File: src/design/abrf_pkg.sv
// ----------------------------------------------------------------------------
// abrf_pkg
// Shared types, codes and helpers for the banked register file.
// ----------------------------------------------------------------------------
package abrf_pkg;

  // Command codes carried in the slave-side tuser; codes above NOP act as NOP.
  typedef enum logic [2:0] {
    CMD_READ  = 3'd0,
    CMD_WRITE = 3'd1,
    CMD_SWI   = 3'd2,
    CMD_IRQ   = 3'd3,
    CMD_NOP   = 3'd4
  } cmd_e;

  // Register bank groups. User and system modes share the user group.
  typedef enum logic [2:0] {
    GRP_USER = 3'd0,
    GRP_FIQ  = 3'd1,
    GRP_IRQ  = 3'd2,
    GRP_SVC  = 3'd3,
    GRP_ABT  = 3'd4,
    GRP_UND  = 3'd5
  } grp_e;

  // Mode field encodings of the status word.
  localparam logic [4:0] MODE_USR = 5'h10;
  localparam logic [4:0] MODE_FIQ = 5'h11;
  localparam logic [4:0] MODE_IRQ = 5'h12;
  localparam logic [4:0] MODE_SVC = 5'h13;
  localparam logic [4:0] MODE_ABT = 5'h17;
  localparam logic [4:0] MODE_UND = 5'h1B;

  // Special register indexes.
  localparam logic [4:0] IDX_CPSR = 5'd16;
  localparam logic [4:0] IDX_SPSR = 5'd17;

  // Status word after reset: supervisor, IRQ and FIQ masked.
  localparam logic [31:0] CPSR_RESET = 32'h0000_00D3;

  // Exception vectors.
  localparam logic [31:0] VEC_SWI = 32'h0000_0008;
  localparam logic [31:0] VEC_IRQ = 32'h0000_0018;

  // Packed beat widths.
  localparam int unsigned IN_DATA_W  = 40;
  localparam int unsigned OUT_DATA_W = 40;

  // One command as held in the input register.
  typedef struct packed {
    logic [2:0]  cmd;
    logic [4:0]  reg_index;
    logic [31:0] write_data;
    logic        irq_line;
  } step_req_t;

  // One result as held in the output register.
  typedef struct packed {
    logic [31:0] read_data;
    logic [4:0]  mode_bits;
    logic        thumb_state;
    logic        exception_taken;
  } step_rsp_t;

  // Bank group selected by the mode field; undefined modes use the user bank.
  function automatic grp_e group_of(logic [4:0] mode);
    grp_e g;
    case (mode)
      MODE_FIQ: g = GRP_FIQ;
      MODE_IRQ: g = GRP_IRQ;
      MODE_SVC: g = GRP_SVC;
      MODE_ABT: g = GRP_ABT;
      MODE_UND: g = GRP_UND;
      default:  g = GRP_USER;
    endcase
    return g;
  endfunction

  // Slot of a privileged group in the r13/r14 banks (IRQ first).
  function automatic logic [1:0] splr_slot(grp_e g);
    logic [2:0] s;
    s = 3'(g) - 3'(GRP_IRQ);
    return s[1:0];
  endfunction

  // Slot of a privileged group in the saved status banks (FIQ first).
  function automatic logic [2:0] spsr_slot(grp_e g);
    return 3'(g) - 3'(GRP_FIQ);
  endfunction

endpackage

File: src/design/abrf_core.sv
// ----------------------------------------------------------------------------
// abrf_core
// Register state, bank swapping and exception entry for one command a cycle while step_en_i is high.
// ----------------------------------------------------------------------------
module abrf_core (
  input  logic               clk_i,
  input  logic               rst_ni,
  input  logic               step_en_i,
  input  abrf_pkg::step_req_t req_i,
  output abrf_pkg::step_rsp_t rsp_o
);
  import abrf_pkg::*;

  // Architectural state, mirroring the visible view plus the stored banks.
  logic [31:0] vis_q       [16];
  logic [31:0] usr_q       [7];
  logic [31:0] fiq_q       [7];
  logic [31:0] splr_q      [4][2];
  logic [31:0] spsr_bank_q [5];
  logic [31:0] cpsr_q;
  logic [31:0] spsr_q;
  grp_e        act_q;

  logic [31:0] vis_d       [16];
  logic [31:0] usr_d       [7];
  logic [31:0] fiq_d       [7];
  logic [31:0] splr_d      [4][2];
  logic [31:0] spsr_bank_d [5];
  logic [31:0] cpsr_d;
  logic [31:0] spsr_d;
  grp_e        act_d;

  logic [31:0] rd;
  logic        exc;
  logic        upd;
  grp_e        grp_new;
  grp_e        exc_grp;
  logic [31:0] ret_addr;
  logic [31:0] vec_addr;

  // Next state: apply the command, then swap banks if the mode group moved,
  // then finish exception entry on the new bank.
  always_comb begin
    vis_d       = vis_q;
    usr_d       = usr_q;
    fiq_d       = fiq_q;
    splr_d      = splr_q;
    spsr_bank_d = spsr_bank_q;
    cpsr_d      = cpsr_q;
    spsr_d      = spsr_q;
    act_d       = act_q;
    rd          = '0;
    exc         = 1'b0;
    upd         = 1'b0;
    exc_grp     = GRP_SVC;
    ret_addr    = vis_q[15] - (cpsr_q[5] ? 32'd2 : 32'd4);
    vec_addr    = VEC_SWI;

    case (req_i.cmd)
      CMD_READ: begin
        if (!req_i.reg_index[4]) begin
          rd = vis_q[req_i.reg_index[3:0]];
        end else if (req_i.reg_index == IDX_CPSR) begin
          rd = cpsr_q;
        end else if (req_i.reg_index == IDX_SPSR) begin
          rd = spsr_q;
        end
      end
      CMD_WRITE: begin
        if (!req_i.reg_index[4]) begin
          vis_d[req_i.reg_index[3:0]] = req_i.write_data;
        end else if (req_i.reg_index == IDX_CPSR) begin
          cpsr_d = req_i.write_data;
          upd    = 1'b1;
        end else if (req_i.reg_index == IDX_SPSR) begin
          spsr_d = req_i.write_data;
        end
      end
      CMD_SWI: begin
        cpsr_d = {cpsr_q[31:8], 1'b1, cpsr_q[6], 1'b0, MODE_SVC};
        upd    = 1'b1;
        exc    = 1'b1;
      end
      CMD_IRQ: begin
        if (req_i.irq_line && !cpsr_q[7]) begin
          cpsr_d   = {cpsr_q[31:8], 1'b1, cpsr_q[6], 1'b0, MODE_IRQ};
          upd      = 1'b1;
          exc      = 1'b1;
          exc_grp  = GRP_IRQ;
          ret_addr = vis_q[15] + (cpsr_q[5] ? 32'd2 : 32'd0);
          vec_addr = VEC_IRQ;
        end
      end
      default: begin
      end
    endcase

    grp_new = group_of(cpsr_d[4:0]);

    if (upd && (grp_new != act_q)) begin
      // Leave the old group.
      if (act_q == GRP_FIQ) begin
        for (int i = 0; i < 7; i++) begin
          fiq_d[i] = vis_d[8 + i];
        end
        for (int i = 0; i < 5; i++) begin
          vis_d[8 + i] = usr_d[i];
        end
        spsr_bank_d[0] = spsr_d;
      end else if (act_q != GRP_USER) begin
        splr_d[splr_slot(act_q)][0]    = vis_d[13];
        splr_d[splr_slot(act_q)][1]    = vis_d[14];
        spsr_bank_d[spsr_slot(act_q)] = spsr_d;
      end else begin
        usr_d[5] = vis_d[13];
        usr_d[6] = vis_d[14];
      end

      // Enter the new group.
      if (grp_new == GRP_FIQ) begin
        for (int i = 0; i < 5; i++) begin
          usr_d[i] = vis_d[8 + i];
        end
        for (int i = 0; i < 7; i++) begin
          vis_d[8 + i] = fiq_d[i];
        end
        spsr_d = spsr_bank_d[0];
      end else if (grp_new != GRP_USER) begin
        vis_d[13] = splr_d[splr_slot(grp_new)][0];
        vis_d[14] = splr_d[splr_slot(grp_new)][1];
        spsr_d    = spsr_bank_d[spsr_slot(grp_new)];
      end else begin
        vis_d[13] = usr_d[5];
        vis_d[14] = usr_d[6];
      end
      act_d = grp_new;
    end

    // Exception entry saves the old status even from the same mode.
    if (exc) begin
      spsr_d                          = cpsr_q;
      spsr_bank_d[spsr_slot(exc_grp)] = cpsr_q;
      vis_d[14]                       = ret_addr;
      vis_d[15]                       = vec_addr;
    end
  end

  // Result of the command, as seen after it.
  always_comb begin
    rsp_o.read_data       = rd;
    rsp_o.mode_bits       = cpsr_d[4:0];
    rsp_o.thumb_state     = cpsr_d[5];
    rsp_o.exception_taken = exc;
  end

  // State registers, loaded when a command leaves the input register.
  always_ff @(posedge clk_i or negedge rst_ni) begin
    if (!rst_ni) begin
      for (int i = 0; i < 16; i++) begin
        vis_q[i] <= '0;
      end
      for (int i = 0; i < 7; i++) begin
        usr_q[i] <= '0;
        fiq_q[i] <= '0;
      end
      for (int i = 0; i < 4; i++) begin
        splr_q[i][0] <= '0;
        splr_q[i][1] <= '0;
      end
      for (int i = 0; i < 5; i++) begin
        spsr_bank_q[i] <= '0;
      end
      cpsr_q <= CPSR_RESET;
      spsr_q <= '0;
      act_q  <= GRP_SVC;
    end else if (step_en_i) begin
      vis_q       <= vis_d;
      usr_q       <= usr_d;
      fiq_q       <= fiq_d;
      splr_q      <= splr_d;
      spsr_bank_q <= spsr_bank_d;
      cpsr_q      <= cpsr_d;
      spsr_q      <= spsr_d;
      act_q       <= act_d;
    end
  end

endmodule

File: src/design/arm_banked_register_file_top.sv
// ----------------------------------------------------------------------------
// arm_banked_register_file_top
// Banked ARM register file with mode switching and exception entry.
// ----------------------------------------------------------------------------
//  Channel  Direction  Beat contents
//  s_axis   in         tuser: cmd; tdata: reg_index, write_data, irq_line
//  m_axis   out        tdata: read_data, mode_bits, thumb_state,
//                      exception_taken
//
//  Each beat is held in the input register and is executed as it moves
//  into the output register, from which its result is offered on m_axis;
//  one beat a cycle is sustained while m_axis_tready stays high.
//  All architectural state sits in flip-flops and is cleared by reset,
//  status word to supervisor with IRQ and FIQ masked; the beat data
//  registers themselves are not reset.
//  A stalled result holds the output register; the input register still
//  takes one more beat before s_axis_tready drops.
// ----------------------------------------------------------------------------
module arm_banked_register_file_top (
  input  logic                                 clk_i,
  input  logic                                 rst_ni,
  input  logic                                 s_axis_tvalid,
  output logic                                 s_axis_tready,
  // tdata: reg_index[4:0], write_data[36:5], irq_line[37], zero pad [39:38]
  input  logic [abrf_pkg::IN_DATA_W-1:0]       s_axis_tdata,
  // tuser: cmd[2:0]
  input  logic [2:0]                           s_axis_tuser,
  output logic                                 m_axis_tvalid,
  input  logic                                 m_axis_tready,
  // tdata: read_data[31:0], mode_bits[36:32], thumb_state[37],
  //        exception_taken[38], zero pad [39]
  output logic [abrf_pkg::OUT_DATA_W-1:0]      m_axis_tdata
);
  import abrf_pkg::*;

  logic      in_vld_q;
  step_req_t in_q;
  logic      out_vld_q;
  step_rsp_t out_q;
  step_rsp_t rsp;
  logic      s_beat;
  logic      advance;

  // Handshake: a command advances when the output register is free.
  assign advance       = in_vld_q && (!out_vld_q || m_axis_tready);
  assign s_axis_tready = !in_vld_q || advance;
  assign s_beat        = s_axis_tvalid && s_axis_tready;

  // Input register.
  always_ff @(posedge clk_i or negedge rst_ni) begin
    if (!rst_ni) begin
      in_vld_q <= 1'b0;
    end else if (s_beat) begin
      in_vld_q <= 1'b1;
    end else if (advance) begin
      in_vld_q <= 1'b0;
    end
  end

  always_ff @(posedge clk_i) begin
    if (s_beat) begin
      in_q.cmd        <= s_axis_tuser;
      in_q.reg_index  <= s_axis_tdata[4:0];
      in_q.write_data <= s_axis_tdata[36:5];
      in_q.irq_line   <= s_axis_tdata[37];
    end
  end

  // Register state and command execution.
  abrf_core u_core (
    .clk_i     (clk_i),
    .rst_ni    (rst_ni),
    .step_en_i (advance),
    .req_i     (in_q),
    .rsp_o     (rsp)
  );

  // Output register.
  always_ff @(posedge clk_i or negedge rst_ni) begin
    if (!rst_ni) begin
      out_vld_q <= 1'b0;
    end else if (advance) begin
      out_vld_q <= 1'b1;
    end else if (m_axis_tready) begin
      out_vld_q <= 1'b0;
    end
  end

  always_ff @(posedge clk_i) begin
    if (advance) begin
      out_q <= rsp;
    end
  end

  assign m_axis_tvalid = out_vld_q;
  assign m_axis_tdata  = {1'b0, out_q.exception_taken, out_q.thumb_state,
                          out_q.mode_bits, out_q.read_data};

endmodule

File: config.mk
export PLATFORM = sky130hd
export DESIGN_NAME = arm_banked_register_file_top
export DESIGN_NICKNAME = d
export VERILOG_FILES = /design/src/design/abrf_pkg.sv /design/src/design/abrf_core.sv /design/src/design/arm_banked_register_file_top.sv
export SDC_FILE = /design/constraint.sdc
export NUM_CORES = 2
export LEC_CHECK = 0
export ABC_CLOCK_PERIOD_IN_PS = 13990
export BUFFER_PORTS_ARGS = -buffer_cell sky130_fd_sc_hd__clkbuf_2
export CELL_PAD_IN_SITES_DETAIL_PLACEMENT = 0
export CELL_PAD_IN_SITES_GLOBAL_PLACEMENT = 1
export CORE_MARGIN = 3
export CORE_UTILIZATION = 48
export CTS_BUF_LIST = sky130_fd_sc_hd__clkbuf_16
export DETAILED_ROUTE_END_ITERATION = 10
export HOLD_SLACK_MARGIN = 0.15
export PLACE_DENSITY = 0.83
export RECOVER_POWER = 50
export SLEW_MARGIN = 25
export SYNTH_ARGS = -nofsm -noshare
export SYNTH_HDL_FRONTEND = slang
export SYNTH_SLANG_ARGS = --single-unit
File: constraint.sdc
create_clock -name clk_i -period 13.99 [get_ports clk_i]
set_clock_uncertainty 0.1 [all_clocks]
set_input_delay 1.399 -clock clk_i [delete_from_list [all_inputs] [get_ports clk_i]]
set_output_delay 1.399 -clock clk_i [all_outputs]
set_load 0.05 [all_outputs]
==> results.md <==
- Synthesis produced a little under 8000 cells.
- Signal routing reaches up to met5.
- The final core utilization is 0.528.
- The finished cells cover between 80000 and 90000 sq um.
- The fraction of power spent switching nets is 0.374.
- The complex-gate fraction of the synthesized area came to 0.207.
- The worst setup path is launched from a register.
- The cell internal power dissipation is around 9.7 mW.
- The number of buffers between clock root and the deepest sink is 3.
- The final reports fail on max-capacitance violations, max-slew violations.
- The final RePlAce weighted congestion is between 0.9 and 1.
- Entering global routing, the biggest net connects between 200 and 250 pins.
- The area share of the leading cell type in the synthesized netlist is 0.473.
- The number of optimization iterations in the first detailed-route pass is 10.
- By startpoint and endpoint, the worst setup path is classified as reg2reg.
- The sum of routed wire segments on met1 is between 100000 and 150000 um.
- After detailed routing, the met2 layer carries roughly 110000 um of wire.
- The library cell used most frequently in the layout, excluding fill and tap cells, is sky130_fd_sc_hd__dfrtp_1.
- The filler cells instantiated in the layout total 13800.
- Of all nets on the critical path, the largest fanout is 50.
- The flow ran to the end, but the final reports show violations.
- The total length of routed met3 wires is 25200 um.
- The routed length per placed instance is approximately 26 um.
- Of the total synthesized cell area, the portion taken by full adders, half adders and majority gates is 0.00224.
- The portion of total power attributed to sequential cells is 0.414.
- Each instance of the synthesized netlist takes up on average between 9 and 10 sq um.
- The final critical delay including setup and external delays is 10.21 ns.
- The core region is between 150000 and 200000 sq um.
- By area the synthesized netlist is led by sky130_fd_sc_hd__dfrtp_1 47%, sky130_fd_sc_hd__o21ai_0 5.0%, sky130_fd_sc_hd__mux4_2 4.8%.
- The final setup violation count is 0.
- Of the total power, the clock network draws 0.269.
- The number of nets in the finished design is around 7400.
- The arrival time of the worst setup path is between 10 and 15 ns.
- The count of pins over their slew limit is approximately 1200.
- For this design the static power due to leakage is 34.9 nW.
- In this run the post-CTS setup repair buffer count came out at 0.
- The number of buffers inserted for hold repair after clock tree synthesis is 0.
- The number of buffer cells added on primary ports is 85.
- After global routing the overflow that remains totals 0.
- The TritonCTS clock tree is built.
- Of the total synthesized cell area, the portion taken by XOR and XNOR cells is 0.00298.
- The cell area after synthesis is between 70000 and 80000 sq um.
- In the global route stage, overall resource usage came out at 0.302.
- For the worst-skew pair, the clock arrives at the later sink with an insertion delay of between 0.8 and 0.9 ns.
- The number of cells in the design after placement is 9232.
- Wires add up to about 250000 um.
- The detail route stage leaves a number of antenna-violating nets equal to 0.
- IR analysis of the VDD net gives a maximum drop of between 0.0002 and 0.0003 V.
- The setup slack after placement is around 6.7 ns.
- The die width is 404 um.
- The clock slew at the register clock pins of the worst setup and hold paths is roughly 0.060 ns.
- The height of the die is between 400 and 500 um.
- Adding up every negative setup slack in the final design gives 0 ns.
- Of the total synthesized cell area, the portion taken by AND, OR, NAND and NOR gates is 0.103.
- The max-cap violation count is 20.
- STA classifies the critical path endpoint as a register.
- Leaving out fill and tap cells, the most frequent cells in the layout are 1438 x sky130_fd_sc_hd__dfrtp_1, 902 x sky130_fd_sc_hd__nor2_1, 780 x sky130_fd_sc_hd__nand2_1, 758 x sky130_fd_sc_hd__o21ai_0, 697 x sky130_fd_sc_hd__a21oi_1.
- For the pin with the worst max-slew slack, the measured transition is approximately 4.5 ns.
- Setup repair after global routing left no endpoint under its margin.
- The finished layout holds 9531 standard cells, fillers aside.
- The post-cts repair resize count is 0.
- The global-route wire length before repair is around 380000 um.
- The minimum setup slack in the final design is about 3.8 ns.
- The total inserted antenna cells is 0.
- The reported net switching power is a little under 6 mW.
- The sequential-to-total area share from yosys stat is 0.507.
- For the worst setup path, the data required time is between 10 and 15 ns.
- The final hold violation count is 0.
- The number of DRC markers in iteration 0 is a little under 8000.
- The number of core rows is 145.
- The effective utilization at floorplan is 0.485.
- From synthesis to final layout, the design area changed by 8.74%.
- Counting the buffers created by CTS gives approximately 160.
- The clock root buffer master is sky130_fd_sc_hd__clkbuf_16.
- During synthesis, Yosys emitted a total of 0 warnings.
- The tree built by TritonCTS fans out to around 1500 sinks.
- sky130_fd_sc_hd__dfrtp_1 takes more of the synthesized area than any other cell.
- For this run, the leading register cell type out of synthesis is sky130_fd_sc_hd__dfrtp_1.
- The I/O pin count is 89.
- The share of total power dissipated in combinational logic is 0.316.
- The flip-flop and latch count after synthesis is roughly 1500.
- Dividing total power by cell area gives a power density of around 190 nW/um^2.
- The number of global-route vias before repair is ~60000.
- The number of nets in the synthesized netlist is approximately 7800.
- The achievable frequency is just under 0.1 GHz.
- The netlist uses 88 different library cells.
- After detailed placement, the total cell area comes to around 78000 sq um.
- The estimated wirelength of the detail-placed design is 141000 um.
- In the synthesized netlist the async set-or-reset flop fraction comes to 0.948.
- The share of cell area taken by muxes after synthesis is 0.127.
- The post-route clock period utilization is 0.730.
- Yosys mapped a number of flops with a built-in enable equal to 80.
- The fraction of final layout cells with drive strength greater than 1 is 0.128.
- CTS built an H-tree with a depth of 4.
- The average vias per placed instance is 6.54.
- Measured against its own limit, the worst slew margin works out to -2.00.
- The routed layout has between 60000 and 70000 vias.
- The total die area is ~160000 sq um.
- The number of antenna violations at the first check in global routing is 7.
- The final-layout worst hold slack is 0.373 ns.
- The kind of path behind the tightest hold check is reg2reg.
- In the routed design, unresolved DRC markers number 0.
- The completed layout was analyzed and its total power is about 15 mW.
- The dominant combinational cell family by area after synthesis is compound AO/OA/AOI/OAI gates.
-- area by class of cell --
type / count / area, sq um / share of cell area
clock buffer: 164 / 4100 / 0.0496
multi-input combinational: 5225 / 34100 / 0.412
sequential: 1525 / 38600 / 0.466
inverter: 171 / 646 / 0.00781
timing repair buffer: 257 / 1770 / 0.0215
clock inverter: 131 / 931 / 0.0113
tap: 2058 / 2570 / 0.0311
-- registers in the layout, summed over array words and instances (netlist names) --
register / count
u_core.fiq_q: 224
u_core.spsr_bank_q: 160
u_core.usr_q: 224
m_axis_tvalid: 1
u_core.splr_q: 256
u_core.vis_q: 512
u_core.cpsr_q: 32
m_axis_tdata: 39
in_q: 41
u_core.spsr_q: 32
u_core.act_q: 3
in_vld_q: 1
-- layer usage --
metal,up-vias,global-route usage
met5,-,0
met4,4,0.147
met3,653,0.0681
met2,3270,0.463
met1,31200,0.407
li1,27200,-
-- synth_stat cells (64+ instances only) --
cell type                  instances
sky130_fd_sc_hd__a21oi_1         699
sky130_fd_sc_hd__nor3_1           75
sky130_fd_sc_hd__buf_2           137
sky130_fd_sc_hd__nand2_1         784
sky130_fd_sc_hd__a222oi_1        185
sky130_fd_sc_hd__a22o_1           70
sky130_fd_sc_hd__a22oi_1          78
sky130_fd_sc_hd__a221oi_1         64
sky130_fd_sc_hd__mux4_2          161
sky130_fd_sc_hd__nor2_1          924
sky130_fd_sc_hd__o22ai_1         193
sky130_fd_sc_hd__edfxtp_1         80
sky130_fd_sc_hd__o21ai_0         758
sky130_fd_sc_hd__a211oi_1        159
sky130_fd_sc_hd__dfrtp_1        1438
sky130_fd_sc_hd__mux2i_1         282
sky130_fd_sc_hd__o211ai_1         82
sky130_fd_sc_hd__clkbuf_1        618
sky130_fd_sc_hd__mux2_2          284
sky130_fd_sc_hd__inv_1           169
-- critical path, stage by stage (launching register included) --
cell and delay (ns):
sky130_fd_sc_hd__edfxtp_1 0.32, sky130_fd_sc_hd__clkbuf_1 2.57, sky130_fd_sc_hd__or3b_1 0.50, sky130_fd_sc_hd__nor2_2 0.04
sky130_fd_sc_hd__clkbuf_1 0.92, sky130_fd_sc_hd__a311oi_1 1.08, sky130_fd_sc_hd__nand2_1 0.27, sky130_fd_sc_hd__nor3_2 0.17
sky130_fd_sc_hd__buf_4 0.72, sky130_fd_sc_hd__inv_2 0.12, sky130_fd_sc_hd__buf_4 0.43, sky130_fd_sc_hd__ha_1 0.37
sky130_fd_sc_hd__nor3_2 0.17, sky130_fd_sc_hd__buf_4 0.47, sky130_fd_sc_hd__or3_1 0.59, sky130_fd_sc_hd__buf_4 0.39
sky130_fd_sc_hd__o221ai_1 0.16, sky130_fd_sc_hd__a222oi_1 0.44, sky130_fd_sc_hd__o31ai_1 0.13
-- power groups by stage --
stage | Sequential [mW] | Clock [mW] | Combinational (mW)
after CTS | 6.36 | 4.21 | 4.81
after global placement | 6.37 | 0 | 4.64
after floorplan | 6.20 | 0 | 3.44
after global routing | 6.51 | 4.38 | 5.38
after detailed placement | 6.43 | 0 | 4.78
final | 6.40 | 4.16 | 4.89
-- cells by family (layout without fill, tap and decap cells) --
family | after synthesis | after routing
XOR/XNOR | 25 | 25
flip-flops | 1525 | 1525
multiplexers | 727 | 727
AND/OR/NAND/NOR | 1940 | 1940
buffers and inverters | 975 | 723
other | 1 | 1
AO/OA/AOI/OAI | 2519 | 2519
adder cells (fa/ha/maj) | 13 | 13
-- final timing paths --
kind                                    from  slack, ns  cells past startpoint           endpoint
setup / recovery                    in_q[36]       3.78                     18   u_core.spsr_q[0]
setup reg to reg                    in_q[36]       3.78                     18   u_core.spsr_q[0]
hold reg to reg            u_core.splr_q[90]       0.37                      2  u_core.splr_q[90]
hold / removal             u_core.splr_q[90]       0.37                      2  u_core.splr_q[90]
min in group asynchronous             rst_ni       0.54                      1   u_core.usr_q[47]
max in group asynchronous             rst_ni       5.70                      3  u_core.fiq_q[150]
(Power assumes the default switching activity.)
